### src/hw/rtl/aids_pkg.sv
// shared types, codes and defaults for the array insert/delete/search block
package aids_pkg;

    localparam int DEPTH_DEF = 64;

    typedef enum logic [1:0] {
        CMD_INSERT = 2'd0,
        CMD_DELETE = 2'd1,
        CMD_SEARCH = 2'd2,
        CMD_READ   = 2'd3
    } cmd_t;

    typedef enum logic [1:0] {
        ST_OK       = 2'd0,
        ST_FULL     = 2'd1,
        ST_RANGE    = 2'd2,
        ST_NOTFOUND = 2'd3
    } status_t;

    typedef enum logic [1:0] {
        S_IDLE,
        S_EXEC,
        S_SCAN
    } ctrl_state_t;

    // controller to datapath
    typedef struct packed {
        logic capture;     // latch the accepted input beat
        logic do_op;       // run insert/delete/read and load its result
        logic load_match;  // load the search match vector
        logic emit_scan;   // emit one search result
    } dp_cmd_t;

    // datapath to controller
    typedef struct packed {
        logic is_search;
        logic out_free;
        logic scan_done;
    } dp_stat_t;

endpackage

### src/hw/rtl/aids_ctrl.sv
// controller state machine for the array insert/delete/search block
module aids_ctrl
(
    input  logic              clk,
    input  logic              rst_n,
    input  logic              in_valid,
    output logic              in_stall,
    input  aids_pkg::dp_stat_t stat,
    output aids_pkg::dp_cmd_t  ctl
);
    import aids_pkg::*;

    ctrl_state_t state_reg;
    ctrl_state_t state_next;

    always_ff @(posedge clk or negedge rst_n)
    begin
        if (!rst_n)
        begin
            state_reg <= S_IDLE;
        end
        else
        begin
            state_reg <= state_next;
        end
    end

    always_comb
    begin
        state_next = state_reg;
        unique case (state_reg)
            S_IDLE:
            begin
                if (in_valid)
                begin
                    state_next = S_EXEC;
                end
            end
            S_EXEC:
            begin
                if (stat.is_search)
                begin
                    state_next = S_SCAN;
                end
                else if (stat.out_free)
                begin
                    state_next = S_IDLE;
                end
            end
            S_SCAN:
            begin
                if (stat.out_free && stat.scan_done)
                begin
                    state_next = S_IDLE;
                end
            end
            default:
            begin
                state_next = S_IDLE;
            end
        endcase
    end

    always_comb
    begin
        in_stall       = 1'b1;
        ctl.capture    = 1'b0;
        ctl.do_op      = 1'b0;
        ctl.load_match = 1'b0;
        ctl.emit_scan  = 1'b0;
        unique case (state_reg)
            S_IDLE:
            begin
                in_stall    = 1'b0;
                ctl.capture = in_valid;
            end
            S_EXEC:
            begin
                ctl.load_match = stat.is_search;
                ctl.do_op      = !stat.is_search && stat.out_free;
            end
            S_SCAN:
            begin
                ctl.emit_scan = stat.out_free;
            end
            default:
            begin
                in_stall = 1'b1;
            end
        endcase
    end

endmodule

### config.mk
export PLATFORM = sky130hd
export DESIGN_NAME = aids_ctrl
export DESIGN_NICKNAME = d
export VERILOG_FILES = /design/src/hw/rtl/aids_pkg.sv /design/src/hw/rtl/aids_ctrl.sv
export SDC_FILE = /design/constraint.sdc
export NUM_CORES = 1
export LEC_CHECK = 0
export ABC_AREA = 0
export BUFFER_PORTS_ARGS = -buffer_cell sky130_fd_sc_hd__buf_2
export CORE_AREA = 2 2 39 41
export CTS_CLUSTER_SIZE = 12
export DETAILED_ROUTE_END_ITERATION = 8
export DIE_AREA = 0 0 41 43
export GPL_ROUTABILITY_DRIVEN = 0
export PLACE_DENSITY = 0.4
export RECOVER_POWER = 50
export SLEW_MARGIN = 5
export SYNTH_ARGS = -nofsm -noshare
export SYNTH_HDL_FRONTEND = slang
export SYNTH_SLANG_ARGS = --single-unit
### constraint.sdc
create_clock -name clk -period 0.83 [get_ports clk]
set_input_delay 0.166 -clock clk [delete_from_list [all_inputs] [get_ports clk]]
set_output_delay 0.166 -clock clk [all_outputs]
set_load 0.05 [all_outputs]
== After elaboration in Yosys (flattened, before gate mapping) ==
Index checks and enable logic that the tools add are counted.

* Output and inout port bits: 5
* Flip-flop bits (word level): 2
* Input port bits: 6
* Word-level logic and storage cells: 20

* Equality and inequality tests: 5
* Reductions and logical operators: 5
* Multiplexer cells: 9

{| class="wikitable"
|+ Operator list
! kind !! number
|-
| $mux W2 || 5
|-
| $pmux W2 S3 || 1
|-
| $ne A2 B2 Y1 const B || 2
|-
| $mux W1 || 3
|-
| $ne A3 B3 Y1 const B || 1
|-
| $reduce_and A3 Y1 || 1
|-
| $eq A2 B1 Y1 const B || 1
|-
| $eq A2 B2 Y1 const B || 1
|-
| $logic_and A1 B1 Y1 || 2
|-
| $logic_not A2 Y1 || 1
|-
| $logic_not A1 Y1 || 1
|}

== Depth between registers and ports, before layout ==
Gate-level depths: netlist of run 1.

* Depth after elaboration: 3
* Mapped depth: 2
* Mapped depth without buffers: 2

== Worst setup path after synthesis of run 1 ==
No wires, ideal clock.

* Path kind: reg2reg
* From: reg state_reg[1]
* To: reg state_reg[0]
* Setup slack: -0.541 ns
* Path buffers: 0
* Data arrival time: 1.305 ns
* Stages on the path, launching flop included: 3
* Cell sequence: dfrtp_1 > nor3b_2 > a21o_2

* Longest elaborated chain between the ends: 3
* Elaborated cells on any way between the ends: 8

{| class="wikitable"
|+ Ends and longest elaborated chain
! what !! line !! source
|-
| start: declaration || aids_ctrl.sv:13 || <nowiki>ctrl_state_t state_reg;</nowiki>
|-
| start signal: assignment || aids_ctrl.sv:24 || <nowiki>state_reg <= state_next;</nowiki>
|-
| $eq A2 B1 Y1, or another cell as far along || aids_ctrl.sv:31 || <nowiki>unique case (state_reg)</nowiki>
|-
| $ne A3 B3 Y1 (no source line) or $ne A2 B2 Y1 (tied branches) || -- ||
|-
| $reduce_and A3 Y1 (no source line) || -- ||
|}

Several ways; a longest one is shown, not always the timed one.
A chain may end at the register's enable or synchronous reset.

==> summary.md, run 1 <==
| Metric | Value |
|---|---|
| Max cap viols | 0 |
| Die footprint | 0.00176 mm^2 |
| Sw Pwr | 543 uW |
| Syn_nets | 18 |
| Post-route DRC | 0 |
| Endpoint type of the worst setup path | primary output |
| Global route overflow | 0 |
| Slew Limit Fails | 0 |
| Final WL | 431 um |
| R2R Setup Slk | -0.25 ns |
| Seq pwr share | 17.1% |
| Max reg flops | 2 |
| Die height | 43 um |
| Int Power | 711 uW |
| Post-synthesis sequential area ratio | 37.0% |
| CTS H-tree depth | 1 |
| Number of vias per cell | 3.60 |
| RSZ-0062 raised after global routing | yes |
| Gate power share | 63.4% |
| Clk sinks | 2 |
| Min Tclk post-route | 1.33 ns |
| Fmax | 0.752 GHz |
| Reg2reg start | state_reg[0] |
| Slew @ Worst Pin | 0.178 ns |
| Root Buffer | clkbuf_4 |
| Detailed placement HPWL | 316 um |
| Clock Power Share | 19.5% |
| Critical R2R Capture | state_reg[1] |
| Status | finished with violations |
| Total Nets Final | 38 |
| Routed Antenna Nets | 0 |
| Switching part of the total power | 43.3% |
| First-pass GRT wire length | 779 um |
| CP Class | reg -> out |
| Synth unique cells | 11 |
| Core area | 0.00138 mm^2 |
| Routed len/inst | 9.17 um |
| Setup skew after layout | 0.0122 ns |
| Slew HR | 88.1% |
| Final Setup Violations | 7 |
| Crit path required time | 0.66 ns |
| Slowest cell on crit path | dfrtp_2 |
| Die X | 41 um |
| Hold Vio Cnt, Final | 0 |
| Post-Syn Area | 135 um^2 |
| Clk slew on worst S/H paths | 0.04 ns |
| Fin area | 323 um^2 |
| Hold depth | 2 |
| I/O pins | 11 |
| Worst Path Max Fanout | 5 |
| Peak VDD IR | 1.41 mV |
| Type of origin of the critical path | flip-flop |
| Leakage | 0.161 nW |
| CTS tree | yes |
| GRT Util Overall | 7.23% |
| Data arrival, critical path | 1.16 ns |
| Design Power | 1.25 mW |
| Iter 0 DRT Violations | 15 |
| Vias in the first global route | 188 |
| Warnings, synthesis | 0 |
| Violated checks | negative setup slack |
| Hold EP | state_reg[1] |
| Max stage delay on crit path | 0.45 ns |
| Pwr dens | 3880 mW/mm^2 |
| Fillers | 154 |
| Crit path launch | state_reg[1] |
| Flops & latches, synth | 2 |
| Diodes inserted | 0 |
| Num CTS Buffers | 3 |
| Avg Inst Size Synth | 11.3 um^2 |
| Row count | 14 |
| Layout area overhead | 139% |
| Hold Path Class | in -> reg |
| CTS max path bufs | 2 |
| Critical path, cell by cell | nor2b_4 -> and3b_2 -> buf_8 |
| Largest net degree at the start of global routing | 6 |
| Share of post-route cells with drive strength above 1 | 77.4% |
| Initial antenna violation count | 0 |
| Final design utilization | 23.3% |
| Reg2reg path depth | 4 |
| Input/output buffers | 10 |
| Final period util | 160% |
| Final setup margin | -0.500 ns |
| Synthesized instance count | 12 |
| Post-placement cell count | 40 |
| Clk_lat worst skew | 0.23 ns |
| Vias | 169 |
| Initial core utilization | 9.76% |
| Worst hold slack | 0.231 ns |
| Hold Crit Start | stat[2] |
| Finished Layout Cells | 47 |
| Post-DP Area | 230 um^2 |
| 1st-pass router iterations | 4 |
power groups by stage:
| stage | clock [mW] | combinational [mW] | sequential, mW |
|---|---|---|---|
| after floorplan | 0 | 0.454 | 0.210 |
| after global placement | 0 | 0.576 | 0.220 |
| after detailed placement | 0 | 0.584 | 0.224 |
| after CTS | 0.255 | 0.796 | 0.215 |
| after global routing | 0.276 | 0.849 | 0.223 |
| final | 0.245 | 0.795 | 0.214 |
routing by layer:
| metal | track usage [%] | part of all wire (%) |
|---|---|---|
| met5 | 0 | 0 |
| met4 | 4.00 | 0 |
| met3 | 6.28 | 17 |
| met2 | 9.38 | 36 |
| met1 | 7.72 | 47 |
synthesized netlist by cell type (all sizes together):
| library cell | n | area, um^2 |
|---|---|---|
| a21o | 1 | 8.76 |
| a21oi | 1 | 5.00 |
| a22o | 1 | 8.76 |
| and2 | 1 | 7.51 |
| and3b | 2 | 18.8 |
| dfrtp | 2 | 50.1 |
| nor2 | 1 | 3.75 |
| nor2b | 1 | 13.8 |
| nor3b | 1 | 12.5 |
| or2 | 1 | 6.26 |
worst max-delay path by stage:
stage | cells past startpoint | end
4_1_cts | 3 | ctl[2]
3_3_place_gp | 3 | ctl[2]
2_1_floorplan | 2 | state_reg[0]
6_report | 3 | ctl[2]
3_5_place_dp | 3 | ctl[2]
5_1_grt | 3 | ctl[3]
area by class of cell:
cell class / count / area, um^2 / share of cell area [%]
multi-input combinational: 10 / 93.8 / 29.1
timing repair buffer: 15 / 131 / 40.7
sequential: 2 / 51.3 / 15.9
clock buffer: 4 / 26.3 / 8.14
tap: 16 / 20.0 / 6.20
critical path, delay by kind of cell, from the launching register on:
family / cells / cell delay (ns)
buf+inv: 1 / 0.14
simple gates: 2 / 0.34
flops: 1 / 0.45
cell usage in the layout, fill, tap and decap left out:
| master | n |
|---|---|
| buf_4 | 3 |
| nor2b_4 | 1 |
| dfrtp_2 | 1 |
| buf_8 | 2 |
| and3b_2 | 2 |
| a21o_2 | 1 |
| or2_2 | 1 |
| clkbuf_1 | 2 |
| and2_4 | 1 |
| a21oi_1 | 1 |
| clkbuf_4 | 3 |
| buf_2 | 4 |
| nor3b_4 | 1 |
| dfrtp_1 | 1 |
| buf_6 | 4 |
| dlygate4sd3_1 | 1 |
| a22o_1 | 1 |
| nor2_1 | 1 |
stage by stage:
stage / worst slack [ns] / TNS (ns)
after floorplan: -0.331 / -1.40
after global placement: -0.356 / -1.78
after detailed placement: -0.381 / -1.88
after CTS: -0.514 / -2.89
after global routing: -0.571 / -3.18
final: -0.500 / -2.80
what timing repair did:
action,in CTS,in global routing
resized for setup,12,1
setup endpoints to repair,7,7
hold endpoints to repair,2,0
hold buffers,1,0
pin swaps,3,1
buffers inserted,2,0
cell families (layout without fill, tap and decap cells):
| kind of cell | count (synthesis) | in the layout | synth area share (%) |
|---|---|---|---|
| compound gates | 3 | 3 | 16.7 |
| buf+inv | 0 | 19 | 0 |
| flops | 2 | 2 | 37.0 |
| simple gates | 7 | 7 | 46.3 |
No activity file was read; power rests on OpenSTA's default activity.
==> inputs of run 2 (changes only) <==
Settings changed: CTS_BUF_LIST from default to sky130_fd_sc_hd__clkbuf_16, PLACE_DENSITY 0.4 to 0.39, TNS_END_PERCENT from default to 50.
Clock period 0.83 ns to 1.4 ns, I/O delays scaled along.
==> run 2 against run 1 <==
  * The run still ends with negative setup slack left
  * Combinational power down 46%
  * Sequential cell count stayed put
  * Clock power increased by 73%
  * Non-clock buffer count decreased by 3
  * Die area unchanged
  * Sequential power fell by 37%
  * Global-route usage fell by 0.80 points
  * Register-to-register slack better by 0.61 ns
  * Critical path type unchanged
  * Critical endpoint unchanged
  * Largest cell class unchanged
  * Largest power group unchanged
==> summary.md, run 2 (synthesis results as in run 1) <==
| Metric | Value |
|---|---|
| RSZ-0062 raised after global routing | yes |
| Leakage | 0.164 nW |
| Setup_tns | -0.0165 ns |
| Largest net degree at the start of global routing | 6 |
| Fmax | 0.709 GHz |
| Global route overflow | 0 |
| Type of origin of the critical path | flip-flop |
| Fillers | 157 |
| Pre-CTS setup slack | 0.0900 ns |
| GRT Util Overall | 6.43% |
| Violated checks | negative setup slack |
| Peak VDD IR | 0.715 mV |
| Initial core utilization | 9.76% |
| Design Power | 990 uW |
| Input/output buffers | 10 |
| Clk sinks | 2 |
| Crit path required time | 1.12 ns |
| Die footprint | 0.00176 mm^2 |
| Routed len/inst | 10.5 um |
| Num CTS Buffers | 3 |
| CTS H-tree depth | 1 |
| Post-placement cell count | 38 |
| Endpoint type of the worst setup path | primary output |
| Slew Limit Fails | 0 |
| First-pass GRT wire length | 621 um |
| Final setup margin | -0.00993 ns |
| FF/Latch Area | 52.6 um^2 |
| Row count | 14 |
| CTS max path bufs | 2 |
| Post-route DRC | 0 |
| Max stage delay on crit path | 0.44 ns |
| Total Nets Final | 35 |
| Vias | 150 |
| Initial antenna violation count | 0 |
| Die height | 43 um |
| Min Tclk post-route | 1.41 ns |
| Pwr dens | 2920 mW/mm^2 |
| CP Class | reg -> out |
| Routed Antenna Nets | 0 |
| Worst path top cell family by delay | flip-flops |
| I/O pins | 11 |
| Final Setup Violations | 2 |
| Detailed placement HPWL | 331 um |
| Max reg flops | 2 |
| Iter 0 DRT Violations | 0 |
| Clk slew on worst S/H paths | 0.03 ns |
| Vias in the first global route | 163 |
| WP buf/inv | 1 |
| Status | finished with violations |
| Die X | 41 um |
| Worst hold slack | 0.343 ns |
| Slew @ Worst Pin | 0.184 ns |
| Hold Path Class | in -> reg |
| Root Buffer | clkbuf_16 |
| Hold Vio Cnt, Final | 0 |
| Critical path, cell by cell | nor2b_4 -> and3b_1 -> buf_6 |
| Final period util | 101% |
| Core area | 0.00138 mm^2 |
| Layout area overhead | 151% |
| CTS tree | yes |
| Share of post-route cells with drive strength above 1 | 77.8% |
| Data arrival, critical path | 1.13 ns |
| Multi-input gate area | 93.8 um^2 |
| Most frequent cells in the layout | buf_2, clkbuf_16, buf_6 |
| Finished Layout Cells | 43 |
| Slowest cell on crit path | dfrtp_2 |
| Clk_lat worst skew | 0.22 ns |
| Number of vias per cell | 3.49 |
| Setup skew after layout | 0.00203 ns |
| Worst Path Max Fanout | 5 |
| Max cap viols | 0 |
| Final design utilization | 24.5% |
| Slew HR | 87.7% |
| Diodes inserted | 0 |
| Final WL | 453 um |
| Post-DP Area | 211 um^2 |
| Most common cell after layout, fill and taps aside | buf_2 |
| Fin area | 339 um^2 |
| 1st-pass router iterations | 1 |
run 2: layer usage:
layer  track usage (%)  up-vias  part of all wire, %
li1                  -       74                    -
met1              6.11       65                   42
met2              7.50       11                   44
met3              3.14        0                   14
met4              10.0        0                    0
met5                 0        -                    0
run 2: what timing repair did:
action,4_1_cts,5_1_grt
gates resized for setup,13,0
setup buffers,1,0
pin swaps,1,1
setup endpoints to repair,5,3
hold endpoints to repair,2,0
hold buffers,1,0
run 2: worst reg2reg max path: cells and delay by family (launching register included):
family                 cells  cell delay [ns]
AOI/OAI and AO/OA          1             0.22
buffers and inverters      1             0.13
DFF                        1             0.43
and+or+nand+nor            1             0.14
run 2: layout make-up:
class,instances,area share [%]
clock buffers,3,22.1
repair buffers,12,28.8
multi-input cells,10,27.7
well taps,16,5.90
flip-flops and latches,2,15.5
run 2: path summary, 6_finish.rpt:
kind	end	slack (ns)	start	depth (start not counted)
max	ctl[2]	-0.01	state_reg[1]	3
min	state_reg[1]	0.34	stat[2]	2
max reg2reg	state_reg[1]	0.36	state_reg[0]	3
min reg2reg	state_reg[1]	0.61	state_reg[1]	1
max in group asynchronous	state_reg[0]	0.85	rst_n	2
min in group asynchronous	state_reg[1]	0.39	rst_n	2
run 2: where the power goes:
| part | leakage [nW] | internal (mW) | switching, mW |
|---|---|---|---|
| combinational | 0.104 | 0.201 | 0.229 |
| clock | 0.0370 | 0.363 | 0.0622 |
| sequential | 0.0230 | 0.0874 | 0.0478 |
| total | 0.164 | 0.651 | 0.339 |
==> inputs of run 3 (changes only) <==
Settings changed: TNS_END_PERCENT 50 to 30.
Clock period 1.4 ns to 1.31 ns, I/O delays scaled along.
==> run 3 against run 2 <==
  * The flow still finishes with violations (negative setup slack)
  * Utilization increased by 0.27 points
  * Clock skew about the same
  * Worst setup slack got worse by 0.071 ns
  * Power increased by 7.5%
  * Critical path depth unchanged
  * Non-clock buffer count unchanged
  * Critical endpoint unchanged
  * Critical path type unchanged
  * Largest cell class unchanged
  * First-iteration DRC count unchanged
  * Via count increased by 0.67%
==> summary.md, run 3 (synthesis results as in run 1) <==
| Metric | Value |
|---|---|
| Status | finished with violations |
| Violated checks | negative setup slack |
| Final setup margin | -0.0814 ns |
| Total Nets Final | 35 |
| CTS H-tree depth | 1 |
| Clk_lat worst skew | 0.22 ns |
| Leakage | 0.165 nW |
| Vias | 151 |
| RSZ-0062 raised after global routing | yes |
| Data arrival, critical path | 1.13 ns |
| Slew Limit Fails | 0 |
| Layout area overhead | 154% |
| Number of vias per cell | 3.51 |
| CTS max path bufs | 2 |
| Slew @ Worst Pin | 0.184 ns |
| CP Class | reg -> out |
| Type of origin of the critical path | flip-flop |
| Max cap viols | 0 |
| Gate power share | 43.7% |
| Iter 0 DRT Violations | 0 |
| Most frequent cells in the layout | buf_2, buf_6, clkbuf_16 |
| Max reg flops | 2 |
| Design Power | 1.06 mW |
| Routed wl met3 | 62 um |
| Die footprint | 0.00176 mm^2 |
| Int Power | 700 uW |
| Hold Path Class | in -> reg |
| Vias in the first global route | 163 |
| Finished Layout Cells | 43 |
| Routed len/inst | 10.5 um |
| Slew HR | 87.8% |
| Seq pwr share | 13.6% |
| Met2 WL | 205 um |
| Hold Vio Cnt, Final | 0 |
| Clock Power Share | 42.7% |
| Die X | 41 um |
| Final design utilization | 24.8% |
| Routed Antenna Nets | 0 |
| Row count | 14 |
| Worst hold slack | 0.324 ns |
| Final WL | 453 um |
| Initial core utilization | 9.76% |
| Metal-1 WL | 185 um |
| Detailed placement HPWL | 331 um |
| GRT Util Overall | 6.43% |
| Post-route DRC | 0 |
| CTS tree | yes |
| Die height | 43 um |
| I/O pins | 11 |
| Clk slew on worst S/H paths | 0.03 ns |
| 1st-pass router iterations | 1 |
| Sw Pwr | 364 uW |
| Num CTS Buffers | 3 |
| Root Buffer | clkbuf_16 |
| Peak VDD IR | 0.764 mV |
| Diodes inserted | 0 |
| Input/output buffers | 10 |
| Post-placement cell count | 38 |
| Clk sinks | 2 |
| Core area | 0.00138 mm^2 |
| Largest net degree at the start of global routing | 6 |
| Endpoint type of the worst setup path | primary output |
| Share of post-route cells with drive strength above 1 | 77.8% |
| Pre-CTS setup slack | 0.0180 ns |
| Initial antenna violation count | 0 |
| Final Setup Violations | 5 |
| Uppermost layer routed | met3 |
| Min Tclk post-route | 1.39 ns |
| Switching part of the total power | 34.2% |
| Global route overflow | 0 |
| Setup skew after layout | 0.00202 ns |
| Pwr dens | 3100 mW/mm^2 |
| Worst Path Max Fanout | 5 |
| Final period util | 106% |
| Fin area | 343 um^2 |
| Fmax | 0.719 GHz |
| Crit path required time | 1.05 ns |
| Setup_tns | -0.203 ns |
| First-pass GRT wire length | 621 um |
| Post-DP Area | 211 um^2 |
## run 3: cell count changes in the layout (fill, tap and decap cells not counted)
cell	delta
buf_6	+1
buf_4	-1
## run 3: worst max-delay path, stage by stage (launching register included)
cell     delay [ns]
dfrtp_2        0.44
nor2b_4        0.13
and3b_1        0.18
buf_6          0.16
## run 3: final timing paths
check                      cells past startpoint      endpoint    startpoint  slack, ns
max reg2reg                                    3  state_reg[1]  state_reg[0]       0.27
min                                            2  state_reg[1]       stat[2]       0.32
min in group asynchronous                      2  state_reg[1]         rst_n       0.38
max in group asynchronous                      2  state_reg[0]         rst_n       0.77
min reg2reg                                    1  state_reg[1]  state_reg[1]       0.61
max                                            3        ctl[2]  state_reg[1]      -0.08
## run 3: power groups by stage
stage / clock network (mW) / logic [mW] / registers, mW
after global routing: 0.477 / 0.487 / 0.153
after floorplan: 0 / 0.282 / 0.130
after detailed placement: 0 / 0.348 / 0.138
after CTS: 0.467 / 0.468 / 0.145
after global placement: 0 / 0.342 / 0.134
final: 0.455 / 0.465 / 0.145
## run 3: layout make-up
class                   count  area (um^2)
multi-input cells          10         93.8
flip-flops and latches      2         52.6
fillers                   155         1040
clock buffers               3         75.1
well taps                  16         20.0
repair buffers             12          101
## run 3: per-layer routing
metal  GRT usage [%]  vias to the layer above
li1                -                       74
met3            3.14                        0
met2            7.50                       11
met1            6.11                       66
met5               0                        -
met4            10.0                        0
## run 3: timing repair
action	in CTS	in global routing
buffers inserted	1	0
hold buffers	1	0
pin swaps	1	2
endpoints found under the setup margin	5	5
hold endpoints to repair	2	0
resized for setup	14	0
